--- config.mk ---
export PLATFORM = sky130hd
export DESIGN_NAME = lattice_coeff_compress_pack_unit_flat
export DESIGN_NICKNAME = d
export VERILOG_FILES = /design/src/design/lcp_pkg.sv /design/src/design/lcp_if.sv /design/src/design/lcp_compress.sv /design/src/design/lcp_packer.sv /design/src/design/lattice_coeff_compress_pack_unit.sv /design/src/flat_wrapper.sv
export SDC_FILE = /design/constraint.sdc
export NUM_CORES = 1
export LEC_CHECK = 0
export ABC_AREA = 1
export BUFFER_PORTS_ARGS = -buffer_cell sky130_fd_sc_hd__buf_4
export CAP_MARGIN = 20
export CORE_MARGIN = 5
export CORE_UTILIZATION = 45
export DETAILED_ROUTE_END_ITERATION = 7
export GPL_TIMING_DRIVEN = 0
export SYNTH_ARGS = -nofsm -noshare
export SYNTH_HDL_FRONTEND = slang
export SYNTH_SLANG_ARGS = --single-unit
export TNS_END_PERCENT = 30
--- constraint.sdc ---
create_clock -name clk -period 8.35 [get_ports clk]
set_clock_uncertainty 0.15 [all_clocks]
set_input_delay 0 -clock clk [delete_from_list [all_inputs] [get_ports clk]]
set_output_delay 0 -clock clk [all_outputs]
set_load 0.01 [all_outputs]
--- src/design/lcp_pkg.sv ---
// ----------------------------------------------------------------------------
// lcp_pkg
// Shared widths, constants and types of the coefficient compress/pack block.
// ----------------------------------------------------------------------------
package lcp_pkg;

    localparam int COEFF_W = 12;
    localparam int BYTE_W  = 8;
    localparam int CFG_W   = 4;
    localparam int CMP_W   = 11;
    localparam int NUM_W   = 23;
    localparam int RECIP_W = 24;
    localparam int PROD_W  = NUM_W + RECIP_W;
    localparam int QUO_W   = 12;
    localparam int ACC_W   = 7;
    localparam int CNT_W   = 3;
    localparam int SUM_W   = 5;
    localparam int WIDE_W  = 18;

    localparam logic [CFG_W-1:0]   CFG_D11     = 4'd11;
    localparam logic [CFG_W-1:0]   CFG_RESET   = 4'd10;
    localparam logic [NUM_W-1:0]   HALF_Q      = 23'd1664;
    localparam logic [RECIP_W-1:0] RECIP_Q     = 24'd10321340;
    localparam int                 RECIP_SHIFT = 35;
    localparam logic [SUM_W-1:0]   D_NARROW    = 5'd10;
    localparam logic [SUM_W-1:0]   D_WIDE      = 5'd11;
    localparam logic [SUM_W-1:0]   ONE_BYTE    = 5'd8;
    localparam logic [SUM_W-1:0]   TWO_BYTES   = 5'd16;

    typedef struct packed {
        logic [CMP_W-1:0] value;
        logic             vector_end;
    } comp_item_t;

    typedef struct packed {
        logic [BYTE_W-1:0] byte0;
        logic [BYTE_W-1:0] byte1;
        logic              two;
    } byte_pair_t;

endpackage

--- src/design/lcp_if.sv ---
// ----------------------------------------------------------------------------
// lcp_if
// Valid/ready channels: coefficient input and packed byte output.
// ----------------------------------------------------------------------------
interface lcp_coeff_if;
    import lcp_pkg::*;

    logic               valid;
    logic               ready;
    logic [COEFF_W-1:0] coeff_value;
    logic               vector_end;

    modport source (output valid, output coeff_value, output vector_end, input ready);
    modport sink   (input valid, input coeff_value, input vector_end, output ready);
endinterface

interface lcp_byte_if;
    import lcp_pkg::*;

    logic              valid;
    logic              ready;
    logic [BYTE_W-1:0] packed_byte;
    logic              run_last;

    modport source (output valid, output packed_byte, output run_last, input ready);
    modport sink   (input valid, input packed_byte, input run_last, output ready);
endinterface

--- src/design/lcp_compress.sv ---
// ----------------------------------------------------------------------------
// lcp_compress
// Input register and round(x * 2^d / q) mod 2^d by reciprocal multiply.
// ----------------------------------------------------------------------------
module lcp_compress (
    input  logic                clk,
    input  logic                rst_n,
    input  logic                d11,
    lcp_coeff_if.sink           coeff,
    output logic                item_valid,
    output lcp_pkg::comp_item_t item,
    input  logic                item_ready
);
    import lcp_pkg::*;

    logic               in_valid_reg;
    logic [COEFF_W-1:0] x_reg;
    logic               end_reg;
    logic               comp_valid_reg;
    comp_item_t         comp_reg;
    comp_item_t         comp_next;
    logic               comp_ready;
    logic               comp_load;
    logic [NUM_W-1:0]   num;
    logic [PROD_W-1:0]  prod;
    logic [QUO_W-1:0]   quo;

    assign comp_ready  = !comp_valid_reg || item_ready;
    assign comp_load   = in_valid_reg && comp_ready;
    assign coeff.ready = !in_valid_reg || comp_ready;
    assign item_valid  = comp_valid_reg;
    assign item        = comp_reg;

    always_comb
    begin
        if (d11)
        begin
            num = (NUM_W'(x_reg) << 11) + HALF_Q;
        end
        else
        begin
            num = (NUM_W'(x_reg) << 10) + HALF_Q;
        end
        prod = PROD_W'(num) * PROD_W'(RECIP_Q);
        quo  = prod[RECIP_SHIFT +: QUO_W];
        comp_next.vector_end = end_reg;
        if (d11)
        begin
            comp_next.value = quo[CMP_W-1:0];
        end
        else
        begin
            comp_next.value = {1'b0, quo[CMP_W-2:0]};
        end
    end

    always_ff @(posedge clk or negedge rst_n)
    begin
        if (!rst_n)
        begin
            in_valid_reg   <= 1'b0;
            comp_valid_reg <= 1'b0;
        end
        else
        begin
            if (coeff.ready)
            begin
                in_valid_reg <= coeff.valid;
            end
            if (comp_ready)
            begin
                comp_valid_reg <= in_valid_reg;
            end
        end
    end

    always_ff @(posedge clk)
    begin
        if (coeff.valid && coeff.ready)
        begin
            x_reg   <= coeff.coeff_value;
            end_reg <= coeff.vector_end;
        end
        if (comp_load)
        begin
            comp_reg <= comp_next;
        end
    end

endmodule

--- src/design/lcp_packer.sv ---
// ----------------------------------------------------------------------------
// lcp_packer
// Bit accumulator, byte split and one-byte-per-cycle output sequencing, held while the sink is not ready.
// ----------------------------------------------------------------------------
module lcp_packer (
    input  logic                clk,
    input  logic                rst_n,
    input  logic                d11,
    input  logic                clear,
    input  logic                item_valid,
    input  lcp_pkg::comp_item_t item,
    output logic                item_ready,
    lcp_byte_if.source          byte_stream
);
    import lcp_pkg::*;

    logic [ACC_W-1:0]  acc_reg;
    logic [ACC_W-1:0]  acc_next;
    logic [CNT_W-1:0]  cnt_reg;
    logic [CNT_W-1:0]  cnt_next;
    logic              pair_valid_reg;
    byte_pair_t        pair_reg;
    byte_pair_t        pair_next;
    logic              sel_reg;
    logic [WIDE_W-1:0] wide;
    logic [SUM_W-1:0]  cnt_sum;
    logic [SUM_W-1:0]  cnt_rem;
    logic              pair_free;
    logic              take;
    logic              out_fire;

    assign byte_stream.valid       = pair_valid_reg;
    assign byte_stream.packed_byte = sel_reg ? pair_reg.byte1 : pair_reg.byte0;
    assign byte_stream.run_last    = !pair_reg.two || sel_reg;
    assign out_fire                = byte_stream.valid && byte_stream.ready;
    assign pair_free               = !pair_valid_reg || (out_fire && byte_stream.run_last);
    assign item_ready              = pair_free;
    assign take                    = item_valid && pair_free;

    always_comb
    begin
        wide    = (WIDE_W'(item.value) << cnt_reg) | WIDE_W'(acc_reg);
        cnt_sum = SUM_W'(cnt_reg) + (d11 ? D_WIDE : D_NARROW);
        pair_next.byte0 = wide[7:0];
        pair_next.byte1 = wide[15:8];
        if (cnt_sum >= TWO_BYTES)
        begin
            cnt_rem        = cnt_sum - TWO_BYTES;
            pair_next.two  = 1'b1;
            acc_next       = ACC_W'(wide[WIDE_W-1:16]);
        end
        else
        begin
            cnt_rem        = cnt_sum - ONE_BYTE;
            pair_next.two  = item.vector_end && (cnt_rem != '0);
            acc_next       = wide[14:8];
        end
        cnt_next = cnt_rem[CNT_W-1:0];
        if (item.vector_end)
        begin
            acc_next = '0;
            cnt_next = '0;
        end
    end

    always_ff @(posedge clk or negedge rst_n)
    begin
        if (!rst_n)
        begin
            acc_reg        <= '0;
            cnt_reg        <= '0;
            pair_valid_reg <= 1'b0;
            sel_reg        <= 1'b0;
        end
        else
        begin
            if (clear)
            begin
                acc_reg <= '0;
                cnt_reg <= '0;
            end
            else if (take)
            begin
                acc_reg <= acc_next;
                cnt_reg <= cnt_next;
            end
            if (take)
            begin
                pair_valid_reg <= 1'b1;
                sel_reg        <= 1'b0;
            end
            else if (out_fire)
            begin
                if (byte_stream.run_last)
                begin
                    pair_valid_reg <= 1'b0;
                    sel_reg        <= 1'b0;
                end
                else
                begin
                    sel_reg <= 1'b1;
                end
            end
        end
    end

    always_ff @(posedge clk)
    begin
        if (take)
        begin
            pair_reg <= pair_next;
        end
    end

endmodule

--- src/design/lattice_coeff_compress_pack_unit.sv ---
// ----------------------------------------------------------------------------
// lattice_coeff_compress_pack_unit
// Compress coefficients to 10 or 11 bits and pack them into a byte stream.
// ----------------------------------------------------------------------------
// Path: input register, compress register and byte-pair register, which offers
//   the first byte. Throughput: 1 coefficient per cycle when it yields one byte
//   and the output is not stalled; a two-byte one holds the next until both leave.
// Reset: asynchronous, clears the accumulator, all valid flags and sets d = 10.
// A configuration write clears the accumulator.
// ----------------------------------------------------------------------------
module lattice_coeff_compress_pack_unit (
    input  logic                      clk,
    input  logic                      rst_n,
    input  logic                      cfg_wr_en,
    input  logic [lcp_pkg::CFG_W-1:0] cfg_wr_data,
    lcp_coeff_if.sink                 coeff,
    lcp_byte_if.source                byte_stream
);
    import lcp_pkg::*;

    logic [CFG_W-1:0] bits_per_coeff_reg;
    logic             d11;
    logic             item_valid;
    logic             item_ready;
    comp_item_t       item;

    assign d11 = (bits_per_coeff_reg == CFG_D11);

    always_ff @(posedge clk or negedge rst_n)
    begin
        if (!rst_n)
        begin
            bits_per_coeff_reg <= CFG_RESET;
        end
        else if (cfg_wr_en)
        begin
            bits_per_coeff_reg <= cfg_wr_data;
        end
    end

    lcp_compress u_compress (
        .clk        (clk),
        .rst_n      (rst_n),
        .d11        (d11),
        .coeff      (coeff),
        .item_valid (item_valid),
        .item       (item),
        .item_ready (item_ready)
    );

    lcp_packer u_packer (
        .clk         (clk),
        .rst_n       (rst_n),
        .d11         (d11),
        .clear       (cfg_wr_en),
        .item_valid  (item_valid),
        .item        (item),
        .item_ready  (item_ready),
        .byte_stream (byte_stream)
    );

endmodule

--- src/flat_wrapper.sv ---
// flat-port wrapper written by rule: the top's interface ports become plain ports
module lattice_coeff_compress_pack_unit_flat import lcp_pkg::*;
  (clk, rst_n, cfg_wr_en, cfg_wr_data, coeff_valid, coeff_coeff_value, coeff_vector_end, coeff_ready, byte_stream_valid, byte_stream_packed_byte, byte_stream_run_last, byte_stream_ready);
  lcp_coeff_if coeff_i ();
  lcp_byte_if byte_stream_i ();
  input  logic clk;
  input  logic rst_n;
  input  logic cfg_wr_en;
  input  logic [lcp_pkg::CFG_W-1:0] cfg_wr_data;
  input wire logic [$bits(coeff_i.valid)-1:0] coeff_valid;
  input wire logic [$bits(coeff_i.coeff_value)-1:0] coeff_coeff_value;
  input wire logic [$bits(coeff_i.vector_end)-1:0] coeff_vector_end;
  output wire logic [$bits(coeff_i.ready)-1:0] coeff_ready;
  output wire logic [$bits(byte_stream_i.valid)-1:0] byte_stream_valid;
  output wire logic [$bits(byte_stream_i.packed_byte)-1:0] byte_stream_packed_byte;
  output wire logic [$bits(byte_stream_i.run_last)-1:0] byte_stream_run_last;
  input wire logic [$bits(byte_stream_i.ready)-1:0] byte_stream_ready;
  assign coeff_i.valid = coeff_valid;
  assign coeff_i.coeff_value = coeff_coeff_value;
  assign coeff_i.vector_end = coeff_vector_end;
  assign coeff_ready = coeff_i.ready;
  assign byte_stream_valid = byte_stream_i.valid;
  assign byte_stream_packed_byte = byte_stream_i.packed_byte;
  assign byte_stream_run_last = byte_stream_i.run_last;
  assign byte_stream_i.ready = byte_stream_ready;
  lattice_coeff_compress_pack_unit u_core (.clk(clk), .rst_n(rst_n), .cfg_wr_en(cfg_wr_en), .cfg_wr_data(cfg_wr_data), .coeff(coeff_i), .byte_stream(byte_stream_i));
endmodule
==> flow_summary.toml, run 1 <==
[routing]
wl_um = 23100
drt-initial-drc-count = 382
viasPerCell = 4.98
dr.pass1.iters = 5
drcViolationCount = 0
final_antenna_net_count = 0
vias = 7256
wire_per_inst_um = 15.9

[synthesis]
yosysTopAreaCell = "fa_1"
yosysWarnings = 0
synth-main-ff-cell = "edfxtp_1"
synthCells = 1105
synthTopCellsByArea = "fa_1 27%, ha_1 20%, edfxtp_1 13%"
ys_ff_latch = 60
ys_types = 39
yosys.area.top_type_share = 0.269
synth_area_per_cell_um2 = 8.56
yosysSeqAreaShare = 0.181
synth_edf_count = 42
synthArstFlopShare = 0.300
synthesis.nets = 1407
syn_area_um2 = 9450

[critical_path]
cp_slowest_cell = "fa_1"
worstPathArrival_ps = 7760
cp_slowest_stage_delay_ps = 560
cp.required_ps = 8280
crit_top_cell = "nand2_1"
start_kind = "flop"
critPathMaxFanout = 10
end_kind = "flop"
critPathKind = "flop to flop"

[sta]
max_slew_margin = 0.394
clock.fmax_mhz = 128
worst_slew_pin_slew_ps = 900
setup-violations-final = 0
min_period_ps = 7830
fin_setup_tns_ps = 0
finalHoldViolCount = 0
post-route-period-util = 0.938
rsz0062_at_grt = "false"
maxSlewViolCount = 0

[cts]
htreeDepth = 3
clkTransAtPathRegs_ps = 60
cts_made_buffers = 9
clk_latency_ps = 330
cts_tree = "done"
cts_max_path_buffers = 2
root_buffer = "clkbuf_16"
clock_sinks = 60
postCtsSetupBuffers = 0

[global_routing]
gr-max-usage-layer = "met2"
use_met1 = 0.282
grt_pass1_wl_um = 37600
grt_use_met2 = 0.306
grt_overflow = 0
grt_usage = 0.198
grt_max_degree = 20
grt_pass1_vias = 7195
antenna_found_initial = 0
gr-usage-met3 = 0.0473

[finish]
antennaDiodeCount = 0
fillers = 2017
final_nets = 1479
synthToLayoutAreaGrowth_pct = 12.6
largest_reg_flops = 17
drive_above_1_share = 0.0601

[floorplanning]
die_h_um = 155
dieArea_um2 = 24000
die_w_um = 155
initial_core_util = 0.454
boundaryPins = 33
core.rowCount = 53
coreArea_um2 = 20800

[place]
dp_hpwl_um = 20000
numPortBuffers = 32
place_congestion = 0.932

[job]
max_cap_viol_count = 0

[outcome]
status = "finished, final reports clean"

[min_path]
hp-class = "input pin to asynchronous set/reset pin"
## routing by layer
metal,up-vias,share of wire
met5,-,0
met4,0,0.016
met3,25,0.069
met2,182,0.46
met1,3459,0.46
li1,3590,-
## worst paths after layout
| kind | startpoint | depth (start not counted) | endpoint | slack [ps] |
|---|---|---|---|---|
| max in group asynchronous | rst_n | 3 | u_core.bits_per_coeff_reg[0] | 6800 |
| min in group clk | cfg_wr_en | 4 | u_core.u_packer.cnt_reg[0] | 40 |
| max | u_core.bits_per_coeff_reg[3] | 35 | u_core.u_compress.item[4] | 520 |
| min reg2reg | u_core.u_compress.end_reg | 0 | u_core.u_compress.item[0] | 290 |
| min | rst_n | 2 | u_core.bits_per_coeff_reg[1] | 30 |
| max reg2reg | u_core.bits_per_coeff_reg[3] | 35 | u_core.u_compress.item[4] | 520 |
## layout by cell type (no fill, tap or decap), types with 4 or more instances in the layout
master,Yosys,routed
nand2_1,230,230
nand4_1,6,6
fa_1,127,127
buf_2,5,5
nand3_1,31,31
o21ai_0,50,50
nor3_1,4,4
buf_4,1,33
ha_1,153,153
clkbuf_16,0,9
inv_1,276,276
o21bai_1,6,6
a21oi_1,41,41
edfxtp_1,42,42
o211ai_1,4,4
dlygate4sd3_1,0,29
xor2_1,7,6
xnor2_1,4,4
dfrtp_1,16,16
nor2_1,59,59
## repair_timing
item | in CTS | in global routing
endpoints found under the hold margin | 37 | 0
endpoints found under the setup margin | 0 | 3
gates resized for setup | 0 | 1
hold buffers | 29 | 0
## metrics by stage
| step | cell area, um2 | util | instances | hold slack (ps) | worst slack, ps |
|---|---|---|---|---|---|
| 2_1_floorplan | 9450 | - | 1105 | -446 | 1580 |
| 6_report | 10600 | 0.511 | 1457 | 27.5 | 517 |
| 4_1_cts | 10600 | 0.511 | 1457 | 26.8 | 444 |
| 5_1_grt | 10600 | 0.511 | 1457 | 27.6 | 12.6 |
| 3_3_place_gp | 10000 | 0.482 | 1412 | -256 | 506 |
| 3_5_place_dp | 10000 | 0.482 | 1412 | -258 | 485 |
## critical path, delay by kind of cell (launching register included)
kind | cells | cell delay, ps
AOI/OAI and AO/OA | 4 | 560
xor gates and xnor gates | 2 | 550
adders and majority gates | 8 | 3380
buffers and inverters | 10 | 1350
DFF | 1 | 530
and+or+nand+nor | 11 | 1040
## cell usage after synthesis (4+ instances only)
library cell / n
a21oi_1: 41
buf_2: 5
dfrtp_1: 16
edfxtp_1: 42
fa_1: 127
ha_1: 153
inv_1: 276
nand2_1: 230
nand3_1: 31
nand4_1: 6
nor2_1: 59
nor3_1: 4
o211ai_1: 4
o21ai_0: 50
o21bai_1: 6
xnor2_1: 4
xor2_1: 7
## cells by family (layout without fill, tap and decap cells)
| logic type | Yosys count | after routing | share of synthesized area |
|---|---|---|---|
| and+or+nand+nor | 341 | 341 | 0.145 |
| AOI/OAI and AO/OA | 122 | 122 | 0.0735 |
| muxes | 3 | 3 | 0.00318 |
| buffers and inverters | 288 | 365 | 0.115 |
| xor gates and xnor gates | 11 | 11 | 0.0102 |
| adders and majority gates | 280 | 280 | 0.471 |
| DFF | 60 | 60 | 0.181 |
## layout make-up
cell class,count,area [um2],share of cell area
buffer,9,43.8,0.00411
clock buffer,9,225,0.0212
clock inverter,7,81.3,0.00764
inverter,279,1050,0.0984
multi-input combinational,757,6660,0.625
sequential,60,1710,0.161
tap,275,344,0.0323
timing repair buffer,61,531,0.0498
Power of run 1 is not shown: default switching activity piles up to over one toggle a cycle in this logic, so the estimate is an artifact.
==> run 2, diff against run 1 <==
--- a/config.mk
+++ b/config.mk
@@ -12,6 +12,7 @@
 export CORE_UTILIZATION = 45
 export DETAILED_ROUTE_END_ITERATION = 7
 export GPL_TIMING_DRIVEN = 0
+export PLACE_DENSITY = 0.64
 export SYNTH_ARGS = -nofsm -noshare
 export SYNTH_HDL_FRONTEND = slang
 export SYNTH_SLANG_ARGS = --single-unit
==> flow_summary.toml, run 2 (synthesis gave the netlist of run 1 again) <==
[routing]
drt-initial-drc-count = 453
final_antenna_net_count = 0
wl_um = 22500
drcViolationCount = 0
wire_per_inst_um = 15.4
vias = 7206
dr.pass1.iters = 5
viasPerCell = 4.95

[critical_path]
ff2ff_path_depth = 31
rr_endpoint = "u_core.u_compress.item[11]"
crit_top_cell = "inv_1"
start_kind = "flop"
cp_slowest_cell = "fa_1"
cp_slowest_stage_delay_ps = 560
end_kind = "flop"
worstPathArrival_ps = 7860
critPathKind = "flop to flop"
rrSetupSlack_ps = 420
r2r_start = "u_core.bits_per_coeff_reg[3]"
cp.required_ps = 8290
critPathMaxFanout = 10

[global_routing]
use_met1 = 0.282
grt_usage = 0.195
grt_pass1_vias = 7234
grt_max_degree = 20
antenna_found_initial = 0
grt_use_met2 = 0.310
grt_overflow = 0
grt_pass1_wl_um = 37200
gr-max-usage-layer = "met2"
gr-usage-met3 = 0.0337

[sta]
post-route-period-util = 0.949
worst_slew_pin_slew_ps = 1030
min_period_ps = 7930
clock.fmax_mhz = 126
setup-violations-final = 0
maxSlewViolCount = 0
finalHoldViolCount = 0
max_slew_margin = 0.316
setup_slack_ps = 422
fin_setup_tns_ps = 0

[finish]
synthToLayoutAreaGrowth_pct = 12.6
fillers = 1932
final_common_cell = "inv_1"
final_nets = 1479
largest_reg_flops = 17
final_cell_mix = "276 x inv_1, 230 x nand2_1, 153 x ha_1"
multi_input_area_um2 = 6660
fin_area_um2 = 10600
antennaDiodeCount = 0
seq_area_um2 = 1710
finish.utilization = 0.511
drive_above_1_share = 0.0609

[cts]
cts_made_buffers = 9
cts_tree = "done"
clock_sinks = 60
clk_latency_ps = 330
cts_max_path_buffers = 2
htreeDepth = 3
clkTransAtPathRegs_ps = 60
root_buffer = "clkbuf_16"

[floorplanning]
coreArea_um2 = 20800
core.rowCount = 53
boundaryPins = 33
dieArea_um2 = 24000
initial_core_util = 0.454
die_h_um = 155
die_w_um = 155

[place]
place_congestion = 0.962
pre_cts_ws_ps = 308
dp_hpwl_um = 19500
placed_area_um2 = 10000
numPortBuffers = 32

[min_path]
min_path_cells = 4
hp-start = "cfg_wr_en"
min_to = "u_core.u_packer.cnt_reg[1]"
hp-class = "input pin to flop"

[job]
max_cap_viol_count = 0

[outcome]
status = "finished, final reports clean"
run 2: cell count changes in the layout (fill, tap and decap cells not counted):
cell / delta
a22oi_1: -1
a22oi_2: +1
clkinv_2: +1
clkinv_4: -2
clkinvlp_4: +2
inv_6: -1
run 2: layout make-up:
class | count | share of cell area
Sequential cell | 60 | 0.161
Buffer | 9 | 0.00412
Timing Repair Buffer | 61 | 0.0499
Clock buffer | 9 | 0.0212
Tap cell | 275 | 0.0323
Inverter | 279 | 0.0984
Multi-Input combinational cell | 757 | 0.626
Clock inverter | 7 | 0.00705
run 2: per-layer routing:
layer,vias to the layer above,share of wire
met4,0,0.014
li1,3584,-
met5,-,0
met1,3426,0.47
met2,172,0.46
met3,24,0.059
run 2: worst max path at each step:
stage	startpoint	end
2_1_floorplan	u_core.u_compress.x_reg[1]	u_core.u_compress.item[11]
3_3_place_gp	u_core.bits_per_coeff_reg[3]	u_core.u_compress.item[11]
3_5_place_dp	u_core.bits_per_coeff_reg[3]	u_core.u_compress.item[11]
4_1_cts	u_core.bits_per_coeff_reg[3]	u_core.u_compress.item[11]
5_1_grt	u_core.bits_per_coeff_reg[1]	u_core.u_compress.item[2]
6_report	u_core.bits_per_coeff_reg[3]	u_core.u_compress.item[11]
run 2: timing repair:
item | CTS | global route
setup endpoints to repair | 0 | 8
hold endpoints to repair | 37 | 0
buffers inserted | 0 | 0
gates resized for setup | 0 | 2
hold buffers | 29 | 0
run 2: stage by stage:
stage,hold slack [ps],instances
after floorplan,-446,1105
after global placement,-253,1412
after detailed placement,-251,1412
after CTS,7.93,1457
after global routing,26.8,1457
final,10.2,1457
run 2: critical path, delay by kind of cell (launching register included):
family	cells	cell delay [ps]
AOI/OAI and AO/OA	2	480
xor gates and xnor gates	1	400
DFF	1	530
buffers and inverters	10	1300
and+or+nand+nor	10	1090
adders and majority gates	8	3770
Power of run 2 is left out for the same reason.
